--- config.mk ---
export PLATFORM = sky130hd
export DESIGN_NAME = wrcs_merge
export DESIGN_NICKNAME = d
export VERILOG_FILES = /design/src/sv/wrcs_pkg.sv /design/src/sv/wrcs_merge.sv
export SDC_FILE = /design/constraint.sdc
export NUM_CORES = 1
export LEC_CHECK = 0
export BUFFER_PORTS_ARGS = -buffer_cell sky130_fd_sc_hd__buf_2
export CAP_MARGIN = 20
export CORE_MARGIN = 2
export CORE_UTILIZATION = 61
export DETAILED_ROUTE_END_ITERATION = 8
export PLACE_DENSITY_LB_ADDON = 0.12
export SYNTH_ARGS = -nofsm -noshare
export SYNTH_HDL_FRONTEND = slang
export SYNTH_SLANG_ARGS = --single-unit
--- constraint.sdc ---
create_clock -name clk -period 6.3 [get_ports clk]
set_input_delay 0.63 -clock clk [delete_from_list [all_inputs] [get_ports clk]]
set_output_delay 0.63 -clock clk [all_outputs]
set_load 0.05 [all_outputs]
--- src/sv/wrcs_pkg.sv ---
// Shared types, codes and constants of the weighted rank candidate selector.
`default_nettype none

package wrcs_pkg;

    localparam int FIELD_OBJECTIVES = 4;
    localparam int FIELD_W          = 32;
    localparam int RAW_EXT_W        = 48;
    localparam int WEIGHT_W         = 16;
    localparam int FRAC_BITS        = 16;
    localparam int NORM_W           = FRAC_BITS + 1;
    localparam int PROD_W           = NORM_W + WEIGHT_W;
    localparam int INDEX_OUT_W      = 6;
    localparam int SCORE_OUT_W      = 34;
    localparam int CFG_INDEX_W      = 3;
    localparam int CFG_DATA_W       = 16;
    localparam int OBJ_COUNT_W      = 3;

    localparam logic [CFG_INDEX_W-1:0] REG_WEIGHT_0  = 3'd0;
    localparam logic [CFG_INDEX_W-1:0] REG_WEIGHT_1  = 3'd1;
    localparam logic [CFG_INDEX_W-1:0] REG_WEIGHT_2  = 3'd2;
    localparam logic [CFG_INDEX_W-1:0] REG_WEIGHT_3  = 3'd3;
    localparam logic [CFG_INDEX_W-1:0] REG_OBJ_COUNT = 3'd4;

    localparam logic [WEIGHT_W-1:0]    WEIGHT_RESET    = 16'd256;
    localparam logic [OBJ_COUNT_W-1:0] OBJ_COUNT_RESET = 3'd4;

    localparam logic [1:0] ERR_OK        = 2'd0;
    localparam logic [1:0] ERR_NO_WEIGHT = 2'd1;
    localparam logic [1:0] ERR_OVERFLOW  = 2'd2;

    typedef struct packed {
        logic signed [FIELD_W-1:0] fitness_a;
        logic signed [FIELD_W-1:0] fitness_b;
        logic signed [FIELD_W-1:0] fitness_c;
        logic signed [FIELD_W-1:0] fitness_d;
        logic                      last_candidate;
    } row_t;

    typedef struct packed {
        logic [INDEX_OUT_W-1:0] best_index;
        logic [SCORE_OUT_W-1:0] best_score;
        logic [1:0]             error_code;
    } result_t;

    typedef struct packed {
        logic load_wr;
        logic rank_clr;
        logic cmp_valid;
        logic cmp_self;
        logic cmp_last;
        logic div_load;
        logic div_step;
        logic mul_en;
    } lane_ctrl_t;

    typedef struct packed {
        logic sum_en;
        logic cmp_en;
        logic first;
    } merge_ctrl_t;

endpackage

`default_nettype wire

--- src/sv/wrcs_merge.sv ---
// Merging stage: sums the lane products and keeps the lowest score.
`default_nettype none

module wrcs_merge
    import wrcs_pkg::*;
#(
    parameter int MAX_CANDIDATES = 64,
    parameter int NUM_OBJECTIVES = 4
)
(
    input  wire logic                                       clk,
    input  wire logic                                       rst_n,
    input  wire merge_ctrl_t                                ctrl,
    input  wire logic [$clog2(MAX_CANDIDATES)-1:0]          idx,
    input  wire logic [NUM_OBJECTIVES-1:0][PROD_W-1:0]      prod,
    output logic      [PROD_W+$clog2(NUM_OBJECTIVES)-1:0]   best_score,
    output logic      [$clog2(MAX_CANDIDATES)-1:0]          best_index
);

    localparam int IDX_W   = $clog2(MAX_CANDIDATES);
    localparam int SCORE_W = PROD_W + $clog2(NUM_OBJECTIVES);

    logic [SCORE_W-1:0] sum_comb;
    logic [SCORE_W-1:0] sum_reg;
    logic [SCORE_W-1:0] best_reg;
    logic [IDX_W-1:0]   best_idx_reg;

    always_comb
    begin
        sum_comb = '0;
        for (int l = 0; l < NUM_OBJECTIVES; l++)
        begin
            sum_comb = sum_comb + SCORE_W'(prod[l]);
        end
    end

    always_ff @(posedge clk)
    begin
        if (ctrl.sum_en)
        begin
            sum_reg <= sum_comb;
        end
    end

    // Strictly lower wins, so the first candidate is kept on ties.
    always_ff @(posedge clk or negedge rst_n)
    begin
        if (!rst_n)
        begin
            best_reg     <= '0;
            best_idx_reg <= '0;
        end
        else if (ctrl.cmp_en && (ctrl.first || (sum_reg < best_reg)))
        begin
            best_reg     <= sum_reg;
            best_idx_reg <= idx;
        end
    end

    assign best_score = best_reg;
    assign best_index = best_idx_reg;

endmodule

`default_nettype wire

-- Yosys cells after proc, flatten, opt, wreduce, memory -nomap -nowiden
Cells that the tools add are included.
- $add $sub $neg: 3
- $mul: 0
- div/mod/pow operators: 0
- order comparisons: 1
- equal/unequal tests: 0
- shifts and indexed selects: 0
- mux-type cells: 0
- bitwise operators: 0
- reductions and logical operators: 2
- operators with widths (operator ; count):
    adder 34 x 33 -> 35 bit ; 1
    adder 35 x 33 -> 35 bit ; 1
    < comparator 35 bit ; 1
    adder 33 x 33 -> 34 bit ; 1
    logical AND 1 bit ; 1
    logical OR 1 bit ; 1
- bits in registers: 76
- latch bits: 0
- memory bits (writable): 0
- ROM bits: 0
- output and inout bits: 41
- word-level logic and storage cells: 9
- memories kept: 0

-- Logic depth before layout (Yosys ltp)
- depth after elaboration: 3
- gate-level depth with buffers: 13

-- Worst setup path before layout
No wires, ideal clock.
- path kind: input port to flip-flop
- start: input port prod[1] (netlist name)
- end: register sum_reg[31], data pin
- library setup time: 0.264 ns
- arrival time: 3.791 ns
- setup slack: 2.246 ns
- cell stages on the path: 13
- cell sequence: inv_1 fa_1 inv_1 fa_1 ha_1 fa_1 a211oi_1 o211ai_1 a221oi_2 o21a_1 o21ai_0 a221oi_1 xnor2_1
- longest elaborated chain between the ends: 3
- RTL lines (what ; line ; text):
    from (decl) ; wrcs_merge.sv:15 ; input wire logic [NUM_OBJECTIVES-1:0][PROD_W-1:0] prod,
    adder 33 x 33 -> 34 bit ; wrcs_merge.sv:33 ; sum_comb = sum_comb + SCORE_W'(prod[l]);
    adder 34 x 33 -> 35 bit ; wrcs_merge.sv:33 ;
    adder 35 x 33 -> 35 bit ; wrcs_merge.sv:33 ;
    via sum_comb[31] ; wrcs_merge.sv:23 ; logic [SCORE_W-1:0] sum_comb;
    to (signal assigned) ; wrcs_merge.sv:41 ; sum_reg <= sum_comb;
    to (decl) ; wrcs_merge.sv:24 ; logic [SCORE_W-1:0] sum_reg;
The timed path passes the listed nets, and every way through them passes these cells.
A chain may end at the register's enable or synchronous reset.

-- Worst setup path after layout
Ends and elaborated chain as after synthesis.

==> impl_metrics.tcl <==
set metrics [dict create \
    n_antenna_cell 0 \
    clock-skew-final_ps 9.85 \
    required_ps 6380 \
    grt_pass1_wl_um 31800 \
    dp_slack_ps 1680 \
    coreArea_um2 13100 \
    ant_nets 0 \
    crit_cells 14 \
    async_flop_share_pct 53.9 \
    synth_top_area_share_pct 16.3 \
    grt_pass1_vias 6793 \
    crit_path_end_kind "flip-flop" \
    clock_sinks 76 \
    route.detailed.drc 0 \
    maxCapViolCount 0 \
    setup_viol 0 \
    die_y_um 119 \
    post_drt_wl_per_cell_um 14.6 \
    stdcell_count 1272 \
    fin_crit_sh_pct 69.7 \
    multiInputGateArea_um2 5030 \
    first_pass_iters 7 \
    slew_violations 0 \
    path_cells "buf_2 -> inv_1 -> fa_1 -> inv_1 -> fa_1 -> ha_1 -> fa_1 -> a211oi_1 -> o211ai_1 -> a221oi_2 -> o21a_1 -> o21ai_0 -> a221oi_1 -> xnor2_1" \
    syn_area_um2 8090 \
    gr-total-overflow 0 \
    drive_gt1_share_pct 19.3 \
    vias 7201 \
    regArea_um2 2080 \
    die_x_um 119 \
    yosys-top-cells-count "inv_1, ha_1, fa_1" \
    avgSynthCellArea_um2 8.67 \
    synthTopCellsByArea "fa_1, edfxtp_1, dfrtp_1, ha_1, inv_1" \
    cts_tree "yes" \
    ys.flop_type "dfrtp_1" \
    seq_area_frac_synth_pct 25.7 \
    cp.arrival_ps 4480 \
    vias_per_cell 5.66 \
    leakage_nw 4.80 \
    nFillCells 1023 \
    status "complete, no violations" \
    cts_resized 0 \
    placed_area_um2 9130 \
    ys_types 51 \
    drt-total-wl_um 18600 \
    cp-endpoint "sum_reg[31]" \
    syn_inst 933 \
    dpl.cell_count 1255 \
    path_class "in2reg" \
    fin_ws_ps 1910 \
    synth-edff-count 35 \
    clk_pin_slew_ps 60 \
    r2r-end "best_score[29]" \
    cp_top_family "compound AO/OA/AOI/OAI gates" \
    final_nets 1368 \
    clock-root-buffer "clkbuf_16" \
    worst_pin_slew_ps 1040 \
    place_congestion 0.875 \
    start_util_pct 61.8 \
    worst-path-buf-inv 3 \
    synth_area_leader_cell "fa_1" \
    rows 42 \
    peakVddDrop_mv 0.245 \
    powerDensity_nw_per_um2 467 \
    cts_buffer_depth 2 \
    r2r_cells 8 \
    antenna_found_initial 0 \
    cp-start-kind "input pin" \
    cpMostUsedCell "fa_1" \
    synth_warnings 0 \
    areaGrowthSynthToFinish_pct 17.3 \
    hold_buffers 0 \
    reg2reg_slack_ps 2350 \
    clock_latency_ps 340 \
    rsz0062_at_grt "no" \
    crit_fanout 5 \
    synth_fp_nets 1210 \
    fmax_mhz 228 \
    hold_viol_final 0 \
    die_area_um2 14200 \
    htreeDepth 3 \
    final_area_um2 9490 \
    max_stage_delay_ps 520 \
    worstHoldPathType "in2async" \
    r2r-start "sum_reg[34]" \
    drtIter0Drc 773 \
    cp_slowest_cell "fa_1" \
    io_buffers 183 \
    io_pins 184 \
    dp_hpwl_um 13800 \
    post-synth-top-count-cell "inv_1" \
    numCtsBuffers 9 \
    ys_ff_latch 76 \
    slew-limit-headroom_pct 30.5 \
    postCtsSetupBuffers 0 \
    worstSetupStartpoint "prod[1]" \
    fin_crit_ps 4390 \
    finalSetupTns_ps 0 \
    fin_util_pct 72.5 \
    grt_use_total_pct 27.2 \
    grt_max_degree 45 \
]
-- power by group --
group / switching (mW) / internal, mW / total (mW)
Clock: 0.211 / 0.382 / 0.593
Sequential: 0.222 / 0.842 / 1.06
Combinational: 1.78 / 0.996 / 2.78
-- worst min path at each step --
| stage | startpoint | endpoint | slack, ps | depth (start not counted) |
|---|---|---|---|---|
| final | rst_n | best_score[3] | 130 | 1 |
| after global placement | best_index[1] | best_index[1] | 540 | 2 |
| after global routing | rst_n | best_score[0] | 130 | 1 |
| after CTS | rst_n | best_score[2] | 490 | 1 |
| after detailed placement | best_index[2] | best_index[2] | 550 | 2 |
| after floorplan | rst_n | best_index[0] | 330 | 0 |
-- worst register-to-register path: stages, from the launching register on --
cell and delay (ps):
edfxtp_1 470, ha_1 330, and4_1 290, nor4b_2 480
nand2_1 210, or4_1 510, o22ai_4 800, buf_4 540
o211ai_1 180
-- cells in the final DEF (no fill, tap or decap), types with 19 or more instances in the layout --
cell type	count
fa_1	66
inv_1	223
dfrtp_1	41
nor2_1	44
nand2_1	65
edfxtp_1	35
o211ai_1	46
buf_2	183
o21ai_0	22
ha_1	68
a21oi_1	42
nand3_1	56
xnor2_1	19
a222oi_1	40
-- through the flow --
stage / power [mW] / hold WS (ps)
2_1_floorplan: 3.10 / 334
4_1_cts: 4.41 / 495
5_1_grt: 4.78 / 127
3_5_place_dp: 3.80 / 549
3_3_place_gp: 3.74 / 541
6_report: 4.44 / 129
-- per-layer routing --
layer	track usage [%]	wire [um]	vias to the layer above
li1	-	-	3502
met1	38.4	8110	3367
met2	44.0	8780	301
met3	3.26	1370	31
met4	8.71	351	0
met5	0	0	-
-- final cells by class --
type                            instances  share of cell area [%]
Tap cell                              176                    2.32
Sequential cell                        76                    21.9
Clock inverter                          5                   0.844
Multi-Input combinational cell        591                    53.0
Clock buffer                           11                    2.78
Inverter                              223                    8.82
Timing Repair Buffer                  190                    10.3
-- logic make-up (layout without fill, tap and decap cells) --
logic type / after synthesis / after routing / synth area share [%]
buf+inv: 266 / 429 / 12.5
compound gates: 208 / 208 / 18.9
xor+xnor: 29 / 29 / 3.14
fa+ha+maj: 134 / 134 / 26.8
flops: 76 / 76 / 25.7
simple gates: 220 / 220 / 13.0
(Power assumes the default switching activity.)
