==> config.mk <==
export PLATFORM = sky130hd
export DESIGN_NAME = wrcs_lane
export DESIGN_NICKNAME = d
export VERILOG_FILES = /design/src/sv/wrcs_pkg.sv /design/src/sv/wrcs_lane.sv
export SDC_FILE = /design/constraint.sdc
export NUM_CORES = 2
export LEC_CHECK = 0
export ABC_AREA = 0
export BUFFER_PORTS_ARGS = -buffer_cell sky130_fd_sc_hd__buf_2
export CAP_MARGIN = 20
export CORE_MARGIN = 10
export CORE_UTILIZATION = 55
export DETAILED_ROUTE_END_ITERATION = 10
export PLACE_DENSITY = 0.73
export SYNTH_ARGS = -nofsm -noshare
export SYNTH_HDL_FRONTEND = slang
export SYNTH_SLANG_ARGS = --single-unit
export TNS_END_PERCENT = 20
==> constraint.sdc <==
create_clock -name clk -period 7.8 [get_ports clk]
set_input_delay 0.39 -clock clk [delete_from_list [all_inputs] [get_ports clk]]
set_output_delay 0.39 -clock clk [all_outputs]
set_load 0.005 [all_outputs]
==> src/sv/wrcs_pkg.sv <==
// Shared types, codes and constants of the weighted rank candidate selector.
`default_nettype none

package wrcs_pkg;

    localparam int FIELD_OBJECTIVES = 4;
    localparam int FIELD_W          = 32;
    localparam int RAW_EXT_W        = 48;
    localparam int WEIGHT_W         = 16;
    localparam int FRAC_BITS        = 16;
    localparam int NORM_W           = FRAC_BITS + 1;
    localparam int PROD_W           = NORM_W + WEIGHT_W;
    localparam int INDEX_OUT_W      = 6;
    localparam int SCORE_OUT_W      = 34;
    localparam int CFG_INDEX_W      = 3;
    localparam int CFG_DATA_W       = 16;
    localparam int OBJ_COUNT_W      = 3;

    localparam logic [CFG_INDEX_W-1:0] REG_WEIGHT_0  = 3'd0;
    localparam logic [CFG_INDEX_W-1:0] REG_WEIGHT_1  = 3'd1;
    localparam logic [CFG_INDEX_W-1:0] REG_WEIGHT_2  = 3'd2;
    localparam logic [CFG_INDEX_W-1:0] REG_WEIGHT_3  = 3'd3;
    localparam logic [CFG_INDEX_W-1:0] REG_OBJ_COUNT = 3'd4;

    localparam logic [WEIGHT_W-1:0]    WEIGHT_RESET    = 16'd256;
    localparam logic [OBJ_COUNT_W-1:0] OBJ_COUNT_RESET = 3'd4;

    localparam logic [1:0] ERR_OK        = 2'd0;
    localparam logic [1:0] ERR_NO_WEIGHT = 2'd1;
    localparam logic [1:0] ERR_OVERFLOW  = 2'd2;

    typedef struct packed {
        logic signed [FIELD_W-1:0] fitness_a;
        logic signed [FIELD_W-1:0] fitness_b;
        logic signed [FIELD_W-1:0] fitness_c;
        logic signed [FIELD_W-1:0] fitness_d;
        logic                      last_candidate;
    } row_t;

    typedef struct packed {
        logic [INDEX_OUT_W-1:0] best_index;
        logic [SCORE_OUT_W-1:0] best_score;
        logic [1:0]             error_code;
    } result_t;

    typedef struct packed {
        logic load_wr;
        logic rank_clr;
        logic cmp_valid;
        logic cmp_self;
        logic cmp_last;
        logic div_load;
        logic div_step;
        logic mul_en;
    } lane_ctrl_t;

    typedef struct packed {
        logic sum_en;
        logic cmp_en;
        logic first;
    } merge_ctrl_t;

endpackage

`default_nettype wire

==> src/sv/wrcs_lane.sv <==
// One objective lane: key store, rank counting, rank divider and weighting.
`default_nettype none

module wrcs_lane
    import wrcs_pkg::*;
#(
    parameter int MAX_CANDIDATES = 64,
    parameter int FITNESS_WIDTH  = 32
)
(
    input  wire logic                                clk,
    input  wire logic                                rst_n,
    input  wire lane_ctrl_t                          ctrl,
    input  wire logic [$clog2(MAX_CANDIDATES)-1:0]   wr_addr,
    input  wire logic [FITNESS_WIDTH-1:0]            wr_key,
    input  wire logic [$clog2(MAX_CANDIDATES)-1:0]   addr_i,
    input  wire logic [$clog2(MAX_CANDIDATES)-1:0]   addr_j,
    input  wire logic [$clog2(MAX_CANDIDATES)-1:0]   rank_wr_addr,
    input  wire logic [WEIGHT_W-1:0]                 weight,
    input  wire logic                                active,
    output logic      [PROD_W-1:0]                   prod
);

    localparam int IDX_W = $clog2(MAX_CANDIDATES);
    localparam int DIV_W = IDX_W + FRAC_BITS;

    logic [FITNESS_WIDTH-1:0] key_mem [MAX_CANDIDATES];
    logic [IDX_W-1:0]         rank_mem [MAX_CANDIDATES];

    logic [FITNESS_WIDTH-1:0] key_i_reg;
    logic [FITNESS_WIDTH-1:0] key_j_reg;
    logic [IDX_W-1:0]         rank_rd_reg;

    logic [IDX_W-1:0]  cnt_reg;
    logic [IDX_W-1:0]  cnt_final;
    logic [IDX_W-1:0]  max_reg;
    logic [IDX_W-1:0]  rem_reg;
    logic [DIV_W-1:0]  dvd_reg;
    logic [NORM_W-1:0] quo_reg;
    logic [PROD_W-1:0] prod_reg;
    logic [IDX_W:0]    trial;
    logic              ge;
    logic              inc;

    always_ff @(posedge clk)
    begin
        if (ctrl.load_wr)
        begin
            key_mem[wr_addr] <= wr_key;
        end
        key_i_reg <= key_mem[addr_i];
        key_j_reg <= key_mem[addr_j];
    end

    always_ff @(posedge clk)
    begin
        if (ctrl.cmp_valid && ctrl.cmp_last)
        begin
            rank_mem[rank_wr_addr] <= cnt_final;
        end
        rank_rd_reg <= rank_mem[addr_i];
    end

    assign inc       = !ctrl.cmp_self && (key_i_reg > key_j_reg);
    assign cnt_final = cnt_reg + IDX_W'(inc);

    // Restoring division of rank * 2^16 by the largest rank, one bit a cycle.
    assign trial = {rem_reg, dvd_reg[DIV_W-1]};
    assign ge    = trial >= {1'b0, max_reg};

    always_ff @(posedge clk or negedge rst_n)
    begin
        if (!rst_n)
        begin
            cnt_reg <= '0;
            max_reg <= '0;
        end
        else if (ctrl.rank_clr)
        begin
            cnt_reg <= '0;
            max_reg <= '0;
        end
        else if (ctrl.cmp_valid)
        begin
            if (ctrl.cmp_last)
            begin
                cnt_reg <= '0;
                if (cnt_final > max_reg)
                begin
                    max_reg <= cnt_final;
                end
            end
            else
            begin
                cnt_reg <= cnt_final;
            end
        end
    end

    always_ff @(posedge clk)
    begin
        if (ctrl.div_load)
        begin
            rem_reg <= '0;
            dvd_reg <= {rank_rd_reg, {FRAC_BITS{1'b0}}};
            quo_reg <= '0;
        end
        else if (ctrl.div_step)
        begin
            rem_reg <= ge ? IDX_W'(trial - {1'b0, max_reg}) : IDX_W'(trial);
            dvd_reg <= {dvd_reg[DIV_W-2:0], 1'b0};
            quo_reg <= {quo_reg[NORM_W-2:0], ge};
        end
        if (ctrl.mul_en)
        begin
            if (active && (max_reg != '0))
            begin
                prod_reg <= {{WEIGHT_W{1'b0}}, quo_reg} * {{NORM_W{1'b0}}, weight};
            end
            else
            begin
                prod_reg <= '0;
            end
        end
    end

    assign prod = prod_reg;

endmodule

`default_nettype wire

== Word level (Yosys, flattened, before mapping) ==
Memory sizes are Yosys's and may differ from the RTL's. A register that Yosys moved wholly into a read port is not among the register bits.
Index checks and enable logic that the tools add are counted.
Storage, ports and cells
  bits in registers: 74
  latch bits: 0
  RAM bits: 2432
  bits in read-only memories: 0
  input bits: 83
  output and inout port bits: 33
  word-level logic and storage cells: 38
  memories kept: 2
Operators by class
  add/subtract/negate cells: 2
  multiply operators: 1
  div/mod/pow operators: 0
  $lt $le $gt $ge: 3
  equality and inequality tests: 0
  shift operators: 0
  muxes and demuxes: 14
  bitwise gates (word level): 0
  reduce and logical (&&, ||, !) cells: 10
Memories
  key_mem: depth 64, width 32, rd ports 2, clocked after memory_dff 2, write ports 1, line wrcs_lane.sv:27  | logic [FITNESS_WIDTH-1:0] key_mem [MAX_CANDIDATES];
  rank_mem: depth 64, width 6, rd ports 1, clocked after memory_dff 1, write ports 1, line wrcs_lane.sv:28  | logic [IDX_W-1:0] rank_mem [MAX_CANDIDATES];
Operator list (number)
  6-bit 2-to-1 mux: 8
  22-bit 2-to-1 mux: 2
  17-bit by 16-bit multiplier with 33-bit output: 1
  32-bit > comparator: 1
  2-bit nonzero test: 4
  7-bit by 6-bit >= comparator with 1-bit output: 1
  6-bit by 1-bit adder with 6-bit output: 1
  6-bit > comparator: 1
  6-bit nonzero test: 1
  6-bit subtractor: 1
  1-bit 2-to-1 mux: 4
  1-bit logical AND: 3
  3-bit AND reduction: 1
  1-bit logical NOT: 1

== Depth between registers and ports, before layout ==
  depth in word-level cells: 8
  mapped depth: 23
  mapped depth without buffers: 20

== Worst setup path before layout ==
Ideal clock, no wire load.
  kind: in2reg
  from: input weight[7]
  to: register prod_reg[30] (netlist: prod[30]), data pin
  setup time: 0.266 ns
  data arrival time: 5.747 ns
  data required time: 7.534 ns
  setup slack: 1.787 ns
  stages on the path: 22
  path buffers: 2
  path through: clkbuf_1 -> clkbuf_1 -> nand2_1 -> fa_1 -> inv_1 -> fa_1 -> inv_1 -> fa_1 -> inv_1 -> fa_1 -> fa_1 -> inv_1 -> fa_1 -> inv_1 -> ha_1 -> nand4_1 -> nor2_1 -> nand3_1 -> or4_1 -> o221ai_1 -> xnor2_1 -> nor2_1
Between the ends
  longest elaborated chain between the ends: 1
RTL lines
  start, declared: line wrcs_lane.sv:19  | input wire logic [WEIGHT_W-1:0] weight,
  17-bit by 16-bit multiplier with 33-bit output: line wrcs_lane.sv:118  | prod_reg <= {{WEIGHT_W{1'b0}}, quo_reg} * {{NORM_W{1'b0}}, weight};
  end signal, assigned: line wrcs_lane.sv:118
  end, declared: line wrcs_lane.sv:40  | logic [PROD_W-1:0] prod_reg;
No other way between the ends.
A chain may end at the register's enable or synchronous reset.

== Worst setup path after layout ==
  from: register quo_reg[10]
  to: register prod_reg[31] (netlist: prod[31]), data pin
Between the ends
  longest elaborated chain between the ends: 1
RTL lines
  start, declared: line wrcs_lane.sv:39  | logic [NORM_W-1:0] quo_reg;
  start signal, assigned: line wrcs_lane.sv:112  | quo_reg <= {quo_reg[NORM_W-2:0], ge};
  17-bit by 16-bit multiplier with 33-bit output: line wrcs_lane.sv:118
No other way between the ends.

==> metrics.csv <==
stage;metric;value;unit
layout;seqCellArea;0.07636;mm²
pwr;vdd_drop_max;0.0002577;V
layout;drive_above_1_share;0.3128;
critical_path;cpMostUsedCell;fa_1;
layout;multi_input_area;0.04422;mm²
logic_synthesis;synth_seq_area_share;0.6212;
clocking;h-tree-depth;5;
global_route;grt_usage;0.2839;
critical_path;path_cells;nand2_1, fa_1, fa_1, fa_1, inv_1, fa_1, fa_1, inv_1, fa_1, inv_1, ha_1, a21o_1, a311oi_1, o21bai_1, o21ai_0, o21ai_0, a21oi_1, mux2i_1;
route;drt_first_iter_violations;10246;
clocking;clock_latency;0.97;ns
critical_path;slowest_stage;dfxtp_1;
route;ant_nets;0;
critical_path;slowest_delay;0.87;ns
timing;finClkSkew;0.07097;ns
route;vias_per_cell;7.096;
route;num_vias;68030;
logic_synthesis;yosysWarnings;0;
timing;slew_headroom;0.2155;
placed_design;dp_hpwl;203200;µm
critical_path;timing.rr.end;prod[31];
global_route;grt_pass1_vias;69555;
route;wl;346900;µm
pwr;p_leak;44.50;nW
timing;slew_viol_final;0;
layout;fin_area;0.1363;mm²
layout;area_growth;10.91;%
global_route;antenna_found_initial;20;
timing;rsz0062_at_grt;no;
critical_path;crit_buf_inv;3;
critical_path;crit_required;8.57;ns
layout;largest_register_ffs;2048;
critical_path;r2r_slack;1.29;ns
route;drc;0;
logic_synthesis;syn_area;0.1229;mm²
critical_path;worstPathArrival;7.28;ns
logic_synthesis;avgSynthCellArea;19.59;µm²
critical_path;crit_fanout;18;
timing;hold_viol;0;
placed_design;gp_congestion;0.8674;
worst_hold_path;hold_path_end;rank_mem[16][2];
route;wl_per_cell;36.18;µm
placed_design;port_buffers;115;
floorplanning;ios;116;
logic_synthesis;ys_ff_latch;2576;
timing;tightestPinTransition;1.174;ns
clocking;root_buffer;clkbuf_16;
global_route;grt_start_max_net_pins;122;
clocking;clockBufferDepth;4;
global_route;grt_pass1_wl;498000;µm
timing;tns;0;ns
critical_path;worst_setup_path_start_kind;flop;
floorplanning;dieArea;0.2428;mm²
floorplanning;dieWidth;492.8;µm
worst_hold_path;min_path_type;input pin to flop;
critical_path;cpLargestDelayFamily;adder cells;
clocking;cts_tree;yes;
timing;whs;0.06437;ns
critical_path;setup.worst_path.end_class;flop;
global_route;overflow;0;
worst_hold_path;hold_depth;3;
timing;fin_crit;6.515;ns
pwr;finalPower;30.69;mW
logic_synthesis;syn_nets;6718;
logic_synthesis;synth_enable_flop_cells;2471;
logic_synthesis;synth.top_cell.area_share;0.6036;
floorplanning;rows;173;
layout;fillCellCount;15326;
timing;fmax;153.5;MHz
logic_synthesis;syn_inst;6275;
critical_path;r2r_start;quo_reg[10];
logic_synthesis;yosysTopAreaCell;edfxtp_1;
clocking;numClockSinks;2576;
floorplanning;die_h;492.8;µm
status;status;complete, no violations;
clocking;clk_pin_slew;0.06;ns
placed_design;postPlaceCellArea;0.1274;mm²
floorplanning;start_util;0.5530;
timing;finalSetupViolations;0;
pwr;power_density;225.1;mW/mm²
timing;post-route-period-util;0.8353;
logic_synthesis;synthDistinctLibCells;61;
critical_path;reg2reg_depth;18;
run;maxCapViolations;0;
worst_hold_path;min-delay-start;rank_wr_addr[0];
route;first_pass_iters;6;
logic_synthesis;ys_top_cells_by_area;edfxtp_1, mux4_2, fa_1;
floorplanning;core_area;0.2223;mm²
logic_synthesis;synth-main-ff-cell;edfxtp_1;
critical_path;crit_type;flop to flop;
logic_synthesis;async_flop_share;0.004658;
clocking;cts_buffers;281;
critical_path;cp.depth;18;
layout;nets;6853;
==> placed cells by master (no fill, tap or decap), types with 8 or more instances in the layout <==
| cell type | n |
|---|---|
| and2_1 | 134 |
| inv_1 | 266 |
| nor2_1 | 147 |
| a221oi_1 | 9 |
| xor2_1 | 14 |
| dlygate4sd3_1 | 17 |
| o21a_1 | 11 |
| mux2i_1 | 121 |
| nand3b_1 | 15 |
| ha_1 | 149 |
| a22oi_1 | 8 |
| nand2b_1 | 10 |
| a21o_1 | 30 |
| nand3_1 | 32 |
| o22ai_1 | 64 |
| nand2_1 | 185 |
| clkinv_2 | 44 |
| or2_2 | 9 |
| edfxtp_1 | 2471 |
| dfxtp_1 | 93 |
| mux4_2 | 1321 |
| clkinv_1 | 52 |
| nor2b_1 | 25 |
| clkbuf_16 | 288 |
| nand4_1 | 20 |
| fa_1 | 209 |
| buf_2 | 107 |
| a211oi_1 | 22 |
| o221ai_1 | 51 |
| clkbuf_8 | 19 |
| clkbuf_1 | 54 |
| a21oi_1 | 163 |
| nor2_4 | 66 |
| o21ai_0 | 27 |
| bufinv_16 | 13 |
| o21ai_1 | 62 |
| buf_4 | 116 |
| dfrtp_1 | 12 |
| buf_12 | 30 |
| xnor2_1 | 17 |
==> routing by layer <==
metal	vias up	GRT usage	routed length (µm)
li1	26356	-	-
met1	36016	0.3924	124200
met2	4779	0.4304	161400
met3	865	0.07623	44400
met4	14	0.1239	16870
met5	-	0	98
==> cell usage after synthesis, types with 64 or more instances <==
library cell,instances
buf_2,126
a21oi_1,163
nor2_1,213
and2_1,134
mux2i_1,121
dfxtp_1,93
ha_1,151
mux4_2,1321
edfxtp_1,2471
fa_1,209
nand2_1,189
clkbuf_1,240
inv_1,267
o22ai_1,64
==> layout make-up <==
cell class,count,share of cell area
Clock buffer,360,0.05616
Sequential cell,2576,0.5601
Timing Repair Buffer,284,0.01802
Antenna cell,7,0.0001285
Inverter,269,0.007406
Clock inverter,118,0.006507
Multi-Input combinational cell,2998,0.3244
Tap cell,2975,0.02730
==> worst register-to-register path: stages, from the launching register on <==
cell	delay [ns]
dfxtp_1	0.87
nand2_1	0.18
fa_1	0.56
fa_1	0.49
fa_1	0.55
inv_1	0.05
fa_1	0.48
fa_1	0.49
inv_1	0.05
fa_1	0.47
inv_1	0.04
ha_1	0.39
a21o_1	0.23
a311oi_1	0.27
o21bai_1	0.16
o21ai_0	0.38
o21ai_0	0.26
a21oi_1	0.23
mux2i_1	0.21
==> report_power, final <==
part / internal [mW] / switching, mW
Sequential: 15.3 / 0.0787
Combinational: 1.09 / 1.54
Clock: 7.32 / 5.34
==> how the worst max path moves through the flow <==
stage                      from       end  slack, ns
floorplan             weight[7]  prod[30]       1.79
global placement    quo_reg[10]  prod[31]       1.49
detailed placement  quo_reg[10]  prod[31]       1.37
CTS                 quo_reg[10]  prod[31]       1.34
global route        quo_reg[10]  prod[31]       0.97
finish              quo_reg[10]  prod[31]       1.29
==> through the flow <==
stage,utilization,cells,worst slack [ns]
floorplan,-,6275,1.787
global placement,0.5723,9068,1.489
detailed placement,0.5732,9076,1.372
CTS,0.6121,9564,1.344
global route,0.6133,9585,0.9689
finish,0.6133,9587,1.285
==> cells by family (layout without fill, tap and decap cells) <==
logic type / Yosys count / after routing / synth area share
AO/OA/AOI/OAI: 482 / 482 / 0.02443
multiplexers: 1449 / 1449 / 0.2525
adder cells (fa/ha/maj): 360 / 360 / 0.04941
flip-flops: 2576 / 2576 / 0.6212
AND/OR/NAND/NOR: 672 / 672 / 0.02600
buffers and inverters: 701 / 1031 / 0.02394
XOR/XNOR: 35 / 35 / 0.002494
other: 0 / 7 / 0
==> repair_timing <==
| item | in CTS | in global routing |
|---|---|---|
| setup buffers | 0 | 0 |
| gates resized for setup | 0 | 0 |
| endpoints found under the hold margin | 36 | 81 |
| hold buffers | 10 | 7 |
(Power assumes the default switching activity.)
